===== config.mk =====
export PLATFORM = sky130hd
export DESIGN_NAME = cbc_bank_regs
export DESIGN_NICKNAME = d
export VERILOG_FILES = /design/src/rtl/core/cbc_pkg.sv /design/src/rtl/core/cbc_bank_regs.sv
export SDC_FILE = /design/constraint.sdc
export NUM_CORES = 1
export LEC_CHECK = 0
export BUFFER_PORTS_ARGS = -buffer_cell sky130_fd_sc_hd__buf_4
export CAP_MARGIN = 20
export CORE_MARGIN = 1
export CORE_UTILIZATION = 27
export DETAILED_ROUTE_END_ITERATION = 6
export PLACE_DENSITY = 0.68
export SYNTH_ARGS = -nofsm -noshare
export SYNTH_HDL_FRONTEND = slang
export SYNTH_SLANG_ARGS = --single-unit

===== constraint.sdc =====
create_clock -name clk -period 2.6 [get_ports clk]
set_input_delay 0.52 -clock clk [delete_from_list [all_inputs] [get_ports clk]]
set_output_delay 0.52 -clock clk [all_outputs]
set_load 0.01 [all_outputs]

===== src/rtl/core/cbc_pkg.sv =====
// Package for the cartridge bank controller: access kind codes, fixed
// bank sizes and the decoded access struct. No dependencies.
`timescale 1ns / 1ps

package cbc_pkg;

    // Number of external RAM banks (1 to 4).
    localparam int RAM_BANKS_DEFAULT = 4;

    // Sizes fixed by the cartridge bus map.
    localparam int RAM_BANK_BYTES = 8192;
    localparam int ROM_BANK_BYTES = 16384;
    localparam int RAM_OFFSET_W   = $clog2(RAM_BANK_BYTES);
    localparam int ROM_OFFSET_W   = $clog2(ROM_BANK_BYTES);
    localparam int ROM_BANK_W     = 7;
    localparam int RAM_SEL_W      = 2;
    localparam int ROM_ADDR_W     = ROM_BANK_W + ROM_OFFSET_W;
    localparam int ADDR_W         = 16;
    localparam int DATA_W         = 8;

    // Bit fields of the bus map.
    localparam logic [4:0] ROM_LOW_MASK = 5'h1F;

    typedef enum logic [1:0] {
        KIND_RAM      = 2'd0,
        KIND_ROM      = 2'd1,
        KIND_BASE     = 2'd2,
        KIND_INTERNAL = 2'd3
    } cbc_kind_t;

    // Decoded access handed from the bank register file to the top level.
    typedef struct packed {
        cbc_kind_t kind;
        logic      ram_re;
        logic      ram_we;
    } cbc_access_t;

endpackage


===== src/rtl/core/cbc_bank_regs.sv =====
// Bank select registers and bus address decode of the cartridge bank
// controller. Depends on cbc_pkg.
`timescale 1ns / 1ps

module cbc_bank_regs #(
    parameter int RAM_BANKS = cbc_pkg::RAM_BANKS_DEFAULT,
    localparam int IDX_W = $clog2(RAM_BANKS * cbc_pkg::RAM_BANK_BYTES)
) (
    input  logic                              clk,
    input  logic                              rst_n,
    input  logic                              accept,
    input  logic                              operation,
    input  logic [cbc_pkg::ADDR_W-1:0]        address,
    input  logic [cbc_pkg::DATA_W-1:0]        write_data,
    input  logic                              ext_ram_enabled,
    output cbc_pkg::cbc_access_t              acc,
    output logic [cbc_pkg::ROM_ADDR_W-1:0]    rom_address,
    output logic [IDX_W-1:0]                  ram_index
);

    localparam logic [cbc_pkg::RAM_SEL_W-1:0] BANKS_C = cbc_pkg::RAM_SEL_W'(RAM_BANKS);

    logic [cbc_pkg::ROM_BANK_W-1:0] rom_bank_reg, rom_bank_next;
    logic [cbc_pkg::RAM_SEL_W-1:0]  ram_bank_reg, ram_bank_next;
    logic                           mode_reg, mode_next;

    logic                           rom_win, ram_win, w_low, w_upper, w_mode;
    logic [cbc_pkg::DATA_W-1:0]     low_value;
    logic [cbc_pkg::RAM_SEL_W-1:0]  bank_wrapped;
    logic [cbc_pkg::RAM_SEL_W+cbc_pkg::RAM_OFFSET_W-1:0] full_index;

    assign rom_win = (address[15:14] == 2'b01);
    assign ram_win = (address[15:13] == 3'b101);
    assign w_low   = (address[15:13] == 3'b001);
    assign w_upper = (address[15:13] == 3'b010);
    assign w_mode  = (address[15:13] == 3'b011);

    // The select value wraps to the fitted banks; it never reaches twice
    // the bank count once there are two or more banks.
    always_comb
    begin
        if (RAM_BANKS == 1)
            bank_wrapped = '0;
        else if (ram_bank_reg >= BANKS_C && RAM_BANKS < 4)
            bank_wrapped = ram_bank_reg - BANKS_C;
        else
            bank_wrapped = ram_bank_reg;
    end

    assign full_index  = {bank_wrapped, address[cbc_pkg::RAM_OFFSET_W-1:0]};
    assign ram_index   = full_index[IDX_W-1:0];

    // A zero byte selects bank one; the test looks at the whole byte.
    assign low_value = (write_data == '0) ? cbc_pkg::DATA_W'(1) : write_data;

    always_comb
    begin
        acc.kind    = cbc_pkg::KIND_BASE;
        acc.ram_re  = 1'b0;
        acc.ram_we  = 1'b0;
        rom_address = '0;
        if (!operation)
        begin
            if (rom_win)
            begin
                acc.kind    = cbc_pkg::KIND_ROM;
                rom_address = {rom_bank_reg, address[cbc_pkg::ROM_OFFSET_W-1:0]};
            end
            else if (ram_win)
            begin
                acc.kind   = cbc_pkg::KIND_RAM;
                acc.ram_re = 1'b1;
            end
        end
        else
        begin
            if (w_low || w_upper || w_mode)
                acc.kind = cbc_pkg::KIND_INTERNAL;
            else if (ram_win && ext_ram_enabled)
            begin
                acc.kind   = cbc_pkg::KIND_INTERNAL;
                acc.ram_we = 1'b1;
            end
        end
    end

    always_comb
    begin
        rom_bank_next = rom_bank_reg;
        ram_bank_next = ram_bank_reg;
        mode_next     = mode_reg;
        if (accept && operation)
        begin
            if (w_low)
                rom_bank_next = {rom_bank_reg[6:5], low_value[4:0] & cbc_pkg::ROM_LOW_MASK};
            else if (w_upper)
            begin
                if (!mode_reg)
                    rom_bank_next = {write_data[1:0], rom_bank_reg[4:0]};
                else
                    ram_bank_next = write_data[1:0];
            end
            else if (w_mode)
                mode_next = write_data[0];
        end
    end

    always_ff @(posedge clk or negedge rst_n)
    begin
        if (!rst_n)
        begin
            rom_bank_reg <= cbc_pkg::ROM_BANK_W'(1);
            ram_bank_reg <= '0;
            mode_reg     <= 1'b0;
        end
        else
        begin
            rom_bank_reg <= rom_bank_next;
            ram_bank_reg <= ram_bank_next;
            mode_reg     <= mode_next;
        end
    end

endmodule


# Yosys cells after proc, flatten, opt, wreduce, memory -nomap -nowiden
# Index checks and enable logic that the tools add are counted.
# op_classes
bitwise	3
muxes	15
n_reduce_logical	9
eq_ne	5
# ops
operator	count
$mux W21	2
$mux W5	3
$reduce_and A4 Y1	3
$logic_not A8 Y1	1
$mux W1	7
$eq A3 B2 Y1 const B	2
$mux W2	2
$eq A3 B1 Y1 const B	1
$eq A3 B3 Y1 const B	1
$mux W3	1
$not A1 Y1	3
$eq A2 B1 Y1 const B	1
$logic_and A1 B1 Y1	2
$logic_or A1 B1 Y1	2
$reduce_and A2 Y1	1
# word_totals
input_bits	29
reg_bits	10
elab_cells	36

# Logic depth before layout (Yosys ltp)
# Gate-level depths: netlist (run 1).
# logic_depth
ltp_word	5
depth_mapped	4
depth_no_buf	3

# Worst setup path before layout (run 1)
# No wires, ideal clock.
# synth_timing
path_type	input-to-output
startpoint	in operation
endpoint	out rom_address[11] in the netlist's numbering
stages	3
arrival_ns	1.226
setup_slack_ns	0.854
path_buffers	1
cell_sequence	nor3b_1 -> clkbuf_1 -> and2_1
# synth_via
elab_chain_cells	1
# synth_rtl
item	line_no	source
start, declared	cbc_bank_regs.sv:12	input logic operation,
$mux W21	cbc_bank_regs.sv:62	if (!operation)
end, declared	cbc_bank_regs.sv:17	output logic [cbc_pkg::ROM_ADDR_W-1:0] rom_address,
# Every way passes these cells.

# Final worst setup path (run 1)
# layout_timing
startpoint	in operation
endpoint	out rom_address[20] in the netlist's numbering
# The elaborated chain is that of the path after synthesis.

==> impl_results.md, run 1 <==
- FF/Latch Area: 251 sq um
- # IOs: 69
- Max Cap Viol: 0
- Dpl cells: roughly 160
- Worst reg2reg startpoint: mode_reg
- Core area: 2520 sq um
- Clock Latency Late Sink: 250 ps
- Height of the chip: 54.3 um
- Antenna Violating Nets Remaining: 0
- Worst-margin pin slew: 261 ps
- Async set-reset flop share out of synthesis: 1.00
- Vias in the first global route: roughly 610
- Mux cell area share after synthesis: 0.161
- Starting density of the core: 0.293
- CTS Buf Count: 3
- Cell Pwr Density: 409 nW/um^2
- Final Slew Violations: 0
- Ys Warns: 0
- First-pass GRT wire length: roughly 2500 um
- PortBufs: 68
- Max FFs per register: 7
- Largest family of logic cells by synthesized area: simple AND/OR/NAND/NOR gates
- Area Growth Syn to Fin: 66.8%
- Crit path max fanout: 13
- Hold buffer count at CTS: 0
- Minimum clock period after layout: 1800 ps
- Met3 usage: 0.0194
- Fmax: 0.555 GHz
- Worst Setup EP: rom_address[20]
- Dpl cell area: approximately 1200 sq um
- Row Count: 18
- Crit. End Element: output pin
- Number of diodes: 0
- Pre-CTS WS: 790 ps
- Core Util, Final: 0.489
- Clock Skew: 0.222 ps
- Post-synthesis compound-gate area fraction: 0.0203
- Cell area after synthesis: roughly 740 sq um
- Seq cells post-synth: 10
- Post-cts sizing count: 0
- Initial antenna violation count: 0
- Post-synth net total: ~100
- Synth Flop Type: dfrtp_1
- Width of the chip: 54.3 um
- DRT Pass-1 Iters: 1
- Die area: 2950 sq um
- NumNets Final: 163
- Setup violations, final: 0
- Number of post-CTS setup repair buffers: 0
- Netlist cell types: 24
- Worst EP required: between 2000 and 2500 ps
- Clock root buffer: clkbuf_4
- Routed wire length per instance: ~11 um
- H-Tree Depth: 1
- Adder-cell share of the synthesized area: 0
- Startpoint Class: input port
- Slew Limit Headroom: 0.824
- Average size of a mapped cell: just under 10 sq um
- Largest net degree at the start of global routing: 14
- Final setup margin: around 800 ps
- Avg Vias per Cell: between 4 and 5
- CTS max path bufs: 2
- DRC: 0
- Final Instance Area: 1230 sq um
- Tightest Hold Check Type: input port to async pin
- Setup TNS: 0 ps
- M1 GR Usage: 0.116
- Seq/Total Area, Yosys: 0.340
- Non-Filler Instances: roughly 160
- Multi-input gate area: roughly 380 sq um
- Reg2Reg Depth: 2
- GRT Max-Usage Layer: met2
- Most frequent cells in the layout: buf_4 (70), and2_1 (21), dfrtp_1 (9)
- Routability cong.: 0.682
- Clock transition at the registers of the reported paths: 60 ps
- Fin crit share: 0.693
- Commonest non-fill, non-tap cell in the layout: buf_4
- Hold Slack: between 70 and 80 ps
- CTS tree: built
- Initial DRC Count: 0
- DRT Wirelength: 1760 um
- Post-synth EDFFs: 0
- FILL cells: roughly 240
- RSZ-0062 raised after global routing: no
- Status: finished, final reports clean
- Clk sinks: 10
- Critical Setup Path Class: input port to output pin
- Simple-Gate Fraction of Synth Area: 0.320
- Reg2reg setup slack: 1410 ps
- VDD IR max: 0.296 mV
- Hold Fails Final Rpt: 0
- Pleak: 0.667 nW
- Total track usage: 0.116
- Gate Count Post-Synth: 75
- Synth Area in XOR/XNOR: 0
- FF-to-FF End: rom_bank_reg[6]
- Met2 usage: 0.234
- Fraction of layout cells with a size suffix above 1: 0.639
- Detailed Place HPWL: 1510 um
- Launch point of the critical path: operation
- Tot Pwr: roughly 0.50 mW
- Vias: roughly 710
- Worst Path Arrival: 1280 ps
- Grt ovf: 0
## worst min path at each step
stage | endpoint | cells past startpoint | slack [ps]
after floorplan | bank_wrapped[0] | 0 | 220
after global placement | bank_wrapped[1] | 1 | 350
after detailed placement | rom_bank_reg[2] | 1 | 360
after CTS | bank_wrapped[1] | 1 | 70
after global routing | bank_wrapped[1] | 1 | 70
final | rom_bank_reg[3] | 1 | 80
## worst max-delay path: stages
cell and delay (ps):
buf_4 130, nor3b_2 190, buf_4 190, and2_1 130, buf_4 110
## per-layer routing
| layer | vias to the layer above | share of wire |
|---|---|---|
| met1 | 311 | 0.35 |
| met4 | 0 | 0 |
| li1 | 356 | - |
| met3 | 0 | 0.12 |
| met5 | - | 0 |
| met2 | 47 | 0.53 |
## kinds of logic (layout without fill, tap and decap cells)
| family | Yosys count | after routing |
|---|---|---|
| flip-flops | 10 | 10 |
| AO/OA/AOI/OAI | 3 | 3 |
| buffers and inverters | 18 | 76 |
| AND/OR/NAND/NOR | 34 | 34 |
| multiplexers | 10 | 10 |
## power breakdown
| part | internal [mW] | switching (mW) | total, mW |
|---|---|---|---|
| sequential | 0.193 | 0.0162 | 0.209 |
| combinational | 0.101 | 0.0600 | 0.162 |
| clock | 0.0848 | 0.0490 | 0.134 |
## final cells by class
class                           instances  share of cell area
Timing Repair Buffer                   70               0.426
Multi-Input combinational cell         47               0.304
Sequential cell                        10               0.204
Tap cell                               30              0.0304
Clock buffer                            4              0.0294
Inverter                                2             0.00609
## synthesized netlist by cell type (all sizes together), types with 2 or more instances
master | count | area share
mux2 | 9 | 0.15
nor3b | 2 | 0.027
nor2 | 2 | 0.010
and2 | 21 | 0.18
inv | 2 | 0.010
buf | 14 | 0.14
a21oi | 3 | 0.020
dfrtp | 9 | 0.30
clkbuf | 2 | 0.010
No activity file was read; power rests on OpenSTA's default activity.
==> inputs of run 2 (changes only) <==
--- a/config.mk
+++ b/config.mk
@@ -5,12 +5,13 @@
 export SDC_FILE = /design/constraint.sdc
 export NUM_CORES = 1
 export LEC_CHECK = 0
+export ABC_AREA = 1
 export BUFFER_PORTS_ARGS = -buffer_cell sky130_fd_sc_hd__buf_4
 export CAP_MARGIN = 20
 export CORE_MARGIN = 1
 export CORE_UTILIZATION = 27
 export DETAILED_ROUTE_END_ITERATION = 6
-export PLACE_DENSITY = 0.68
+export PLACE_DENSITY = 0.69
 export SYNTH_ARGS = -nofsm -noshare
 export SYNTH_HDL_FRONTEND = slang
 export SYNTH_SLANG_ARGS = --single-unit
==> constraint.sdc (replaced) <==
create_clock -name clk -period 1.6 [get_ports clk]
set_input_delay 0.32 -clock clk [delete_from_list [all_inputs] [get_ports clk]]
set_output_delay 0.32 -clock clk [all_outputs]
set_load 0.01 [all_outputs]
==> run 2 against run 1 <==
  * Count of clock-buffer cells in the layout unchanged
  * Worst hold slack improved by 190 ps
  * Synthesized area rose by 7.8%
  * Largest cell class unchanged
==> impl_results.md, run 2 <==
- Status: finished, final reports clean
- Max Cap Viol: 0
- Most frequent cells in the layout: buf_4 (71), inv_1 (31), nor2_1 (26)
- Clk sinks: 10
- # IOs: between 60 and 70
- DRC: 0
- Largest net degree at the start of global routing: 16
- Dpl cells: 214
- Vias: 906
- Hold Slack: 269 ps
- Post-synth top cells: inv_1 (31), nor2_1 (26), nand2_1 (24)
- Width of the chip: 56.3 um
- Non-Filler Instances: 219
- H-Tree Depth: 1
- Top cells by area, synth: dfrtp_1 (28%), inv_1 (15%), buf_4 (12%)
- NumNets Final: 218
- Async set-reset flop share out of synthesis: 1.00
- Average size of a mapped cell: 6.28 sq um
- Netlist cell types: 16
- Initial antenna violation count: 0
- Fmax: 0.667 GHz
- Tot Pwr: 0.801 mW
- Multi-input gate area: between 300 and 400 sq um
- Number of diodes: 0
- Routed wire length per instance: about 8.9 um
- FILL cells: ~300
- Critical Setup Path Class: input port to output pin
- Die area: 3170 sq um
- Final Slew Violations: 0
- CTS tree: built
- Max FFs per register: 7
- Row Count: 19
- Routability cong.: roughly 0.72
- Dpl cell area: 1260 sq um
- CTS max path bufs: 2
- Clock Latency Late Sink: 260 ps
- PortBufs: 68
- Slew Limit Headroom: 0.835
- Count leader, synth: inv_1
- RSZ-0062 raised after global routing: no
- Gate Count Post-Synth: between 100 and 150
- Minimum clock period after layout: 1500 ps
- Cell taking the most area after synthesis: dfrtp_1
- Total track usage: 0.129
- Setup violations, final: 0
- Startpoint Class: input port
- Pleak: about 0.80 nW
- Seq/Total Area, Yosys: 0.316
- Final Instance Area: roughly 1300 sq um
- Ys Warns: 0
- Cell Pwr Density: 617 nW/um^2
- Worst-margin pin slew: 247 ps
- Hold Fails Final Rpt: 0
- Area Growth Syn to Fin: 62.8%
- Post-cts sizing count: 0
- Fin crit share: 0.937
- Tightest Hold Check Type: input port to register
- Clock transition at the registers of the reported paths: 70 ps
- Synth Flop Type: dfrtp_1
- Grt ovf: 0
- Vias in the first global route: 786
- Height of the chip: 56.3 um
- Post-synth net total: ~160
- FF/Latch Area: about 250 sq um
- VDD IR max: around 0.50 mV
- Worst Path Arrival: approximately 1200 ps
- Setup TNS: 0 ps
- Post-synth top area share: 0.283
- Clock root buffer: clkbuf_4
- Initial DRC Count: 24
- DRT Pass-1 Iters: 5
- Crit path max fanout: 6
- Starting density of the core: 0.287
- CTS Buf Count: 3
- First-pass GRT wire length: 3270 um
- Commonest non-fill, non-tap cell in the layout: buf_4
- Worst EP required: roughly 1300 ps
- Cell area after synthesis: 797 sq um
- Clock Skew: 4.59 ps
- Post-synth EDFFs: 0
- Detailed Place HPWL: 1700 um
- Crit. End Element: output pin
- Seq cells post-synth: 10
- Core area: 2780 sq um
- Fraction of layout cells with a size suffix above 1: 0.420
- DRT Wirelength: 1950 um
- Avg Vias per Cell: 4.14
- Antenna Violating Nets Remaining: 0
run 2: cell count changes in the layout (fill, tap and decap cells not counted), sizes merged, moves of 2 or more:
| cell | before | now |
|---|---|---|
| and2 | 21 | 0 |
| inv | 2 | 31 |
| mux2 | 9 | 0 |
| nand2 | 0 | 25 |
| nand3 | 0 | 7 |
| nor2 | 2 | 27 |
| nor3b | 2 | 0 |
| o21ai | 0 | 8 |
run 2: path summary, 6_finish.rpt:
kind                       cells past startpoint       startpoint  slack (ps)               to
max                                            8      address[15]         100  rom_address[14]
min                                            3    write_data[3]         270  rom_bank_reg[3]
max reg2reg                                    6         mode_reg         750  rom_bank_reg[6]
min reg2reg                                    2  rom_bank_reg[6]         470  rom_bank_reg[6]
max in group asynchronous                      2            rst_n         970  rom_bank_reg[0]
min in group asynchronous                      2            rst_n         420  rom_bank_reg[3]
run 2: per-stage QoR:
step            util  worst slack [ps]
6_report       0.466               101
5_1_grt        0.466              5.72
4_1_cts        0.466              97.3
3_5_place_dp   0.453               108
3_3_place_gp   0.453               132
2_1_floorplan      -               304
run 2: worst max-delay path, stage by stage:
cell and delay, ps:
buf_4 120, inv_1 80, nand2_1 70, inv_1 110, nand2_1 80, buf_4 160
nor2_1 120, buf_4 140
run 2: layout make-up:
class / instances / area share
well taps: 31 / 0.0299
repair buffers: 72 / 0.419
inverters: 31 / 0.0897
multi-input cells: 71 / 0.248
flip-flops and latches: 10 / 0.194
clock buffers: 4 / 0.0203
run 2: logic make-up after synthesis:
group,Yosys count,synth area share
flops,10,0.316
compound gates,10,0.0628
simple gates,61,0.341
buf+inv,46,0.281
run 2: report_power, final:
| group | switching, mW | internal (mW) |
|---|---|---|
| Sequential | 0.0219 | 0.310 |
| Clock | 0.0847 | 0.0963 |
| Combinational | 0.141 | 0.147 |
run 2: timing repair:
item                      CTS  global route
hold endpoints to repair    9             0
buffers inserted            0             0
hold buffers                1             0
run 2: per-layer routing:
metal  share of wire  track usage  vias to the layer above
met4               0       0.0209                        0
met5               0            0                        -
met1            0.38        0.147                      371
met3            0.14       0.0484                        0
li1                -            -                      481
met2            0.48        0.233                       54
==> inputs of run 3 (changes only) <==
--- a/config.mk
+++ b/config.mk
@@ -12,6 +12,7 @@
 export CORE_UTILIZATION = 27
 export DETAILED_ROUTE_END_ITERATION = 6
 export PLACE_DENSITY = 0.69
+export RECOVER_POWER = 50
 export SYNTH_ARGS = -nofsm -noshare
 export SYNTH_HDL_FRONTEND = slang
 export SYNTH_SLANG_ARGS = --single-unit
==> run 3 against run 2 <==
  * Count of clock-buffer cells in the layout stayed put
  * Fmax is 2.4% higher
  * Clock skew is 2.2 ps lower
  * Register-to-register slack hardly changed
  * Critical path depth stayed put
==> impl_results.md, run 3 (synthesis results as in run 2) <==
- Height of the chip: 56.3 um
- Vias in the first global route: ~790
- Largest net degree at the start of global routing: 16
- Row Count: 19
- Tightest Hold Check Type: input port to register
- Number of diodes: 0
- Clk sinks: 10
- Final Slew Violations: 0
- Crit-path max cell delay: 160 ps
- Worst-margin pin slew: 544 ps
- First-pass GRT wire length: 3270 um
- Critical Setup Path Class: input port to output pin
- RSZ-0062 raised after global routing: no
- Routed wire length per instance: 9.06 um
- Clock root buffer: clkbuf_4
- Fin crit share: 0.915
- CTS max path bufs: 2
- Most frequent cells in the layout: buf_4 (55), inv_1 (31), nor2_1 (27)
- Fmax: 0.683 GHz
- Crit. End Element: output pin
- Detailed Place HPWL: between 1500 and 2000 um
- Number of post-CTS setup repair buffers: 0
- Hold Fails Final Rpt: 0
- DRT Pass-1 Iters: 4
- Antenna Violating Nets Remaining: 0
- Worst Path Arrival: 1140 ps
- Final setup margin: about 140 ps
- Area Growth Syn to Fin: 53.7%
- Setup TNS: 0 ps
- Grt ovf: 0
- Pre-CTS WS: 108 ps
- Startpoint Class: input port
- Status: finished, final reports clean
- Minimum clock period after layout: 1460 ps
- Worst path cell trace: clkbuf_1, inv_1, nand2_1, inv_1, nand2_1, buf_4, nor2_1, buf_4
- Clock transition at the registers of the reported paths: around 60 ps
- VDD IR max: 0.497 mV
- Initial antenna violation count: 0
- Avg Vias per Cell: 4.17
- DRT Wirelength: 1990 um
- Width of the chip: roughly 56 um
- CTS tree: built
- Setup violations, final: 0
- Cell Pwr Density: approximately 640 nW/um^2
- Initial DRC Count: 26
- PortBufs: approximately 70
- Dpl cell area: 1260 sq um
- CTS Buf Count: 3
- Crit path max fanout: 6
- Worst EP required: 1280 ps
- Pleak: 0.741 nW
- Clock Latency Late Sink: between 200 and 300 ps
- Total track usage: 0.129
- Final Instance Area: 1220 sq um
- Max FFs per register: 7
- Critical path's slowest cell: buf_4
- NumNets Final: 218
- Die area: 3170 sq um
- H-Tree Depth: 1
- Vias: 914
- Routability cong.: 0.720
- Commonest non-fill, non-tap cell in the layout: buf_4
- Starting density of the core: 0.287
- Core Util, Final: 0.440
- Fraction of layout cells with a size suffix above 1: 0.324
- Max Cap Viol: 0
- Clock Skew: 2.43 ps
- # IOs: 69
- Core area: around 2800 sq um
- Slew Limit Headroom: 0.637
- DRC: 0
==> run 3: timing repair <==
action	CTS	global route
hold endpoints to repair	9	0
hold buffers	1	0
resized for setup	0	0
==> run 3: power by group <==
group	internal, mW	switching (mW)	total [mW]
logic	0.130	0.139	0.269
registers	0.310	0.0219	0.332
clock network	0.0963	0.0819	0.178
total	0.536	0.243	0.779
==> run 3: layout make-up <==
cell class / instances / area, sq um
inverters: 31 / 116
well taps: 31 / 38.8
repair buffers: 72 / 483
clock buffers: 4 / 26.3
fillers: 321 / 1560
flip-flops and latches: 10 / 251
multi-input cells: 71 / 309
==> run 3: layer usage <==
layer  GRT usage  vias up  wire length, um
met5           0        -                0
li1            -      480                -
met1       0.147      374              753
met3      0.0484        0              301
met4      0.0209        0                0
met2       0.233       60              930
==> run 3: worst paths after layout <==
| check | from | endpoint | slack (ps) | depth (start not counted) |
|---|---|---|---|---|
| setup / recovery | address[15] | rom_address[14] | 140 | 8 |
| hold / removal | write_data[3] | rom_bank_reg[3] | 270 | 3 |
| setup reg to reg | mode_reg | rom_bank_reg[6] | 750 | 6 |
| hold reg to reg | rom_bank_reg[6] | rom_bank_reg[6] | 470 | 2 |
| max in group asynchronous | rst_n | rom_bank_reg[0] | 680 | 2 |
| min in group asynchronous | rst_n | rom_bank_reg[2] | 550 | 2 |
==> run 3: critical path, delay by kind of cell <==
family / cells / cell delay (ps)
AND/OR/NAND/NOR: 3 / 250
buffers and inverters: 5 / 570
==> run 3: metrics by stage <==
| step | instances | hold WS [ps] | total power, mW |
|---|---|---|---|
| after floorplan | 127 | 24.4 | 0.486 |
| after global placement | 214 | 155 | 0.624 |
| after detailed placement | 214 | 156 | 0.628 |
| after CTS | 219 | 264 | 0.815 |
| after global routing | 219 | 276 | 0.848 |
| final | 219 | 272 | 0.779 |
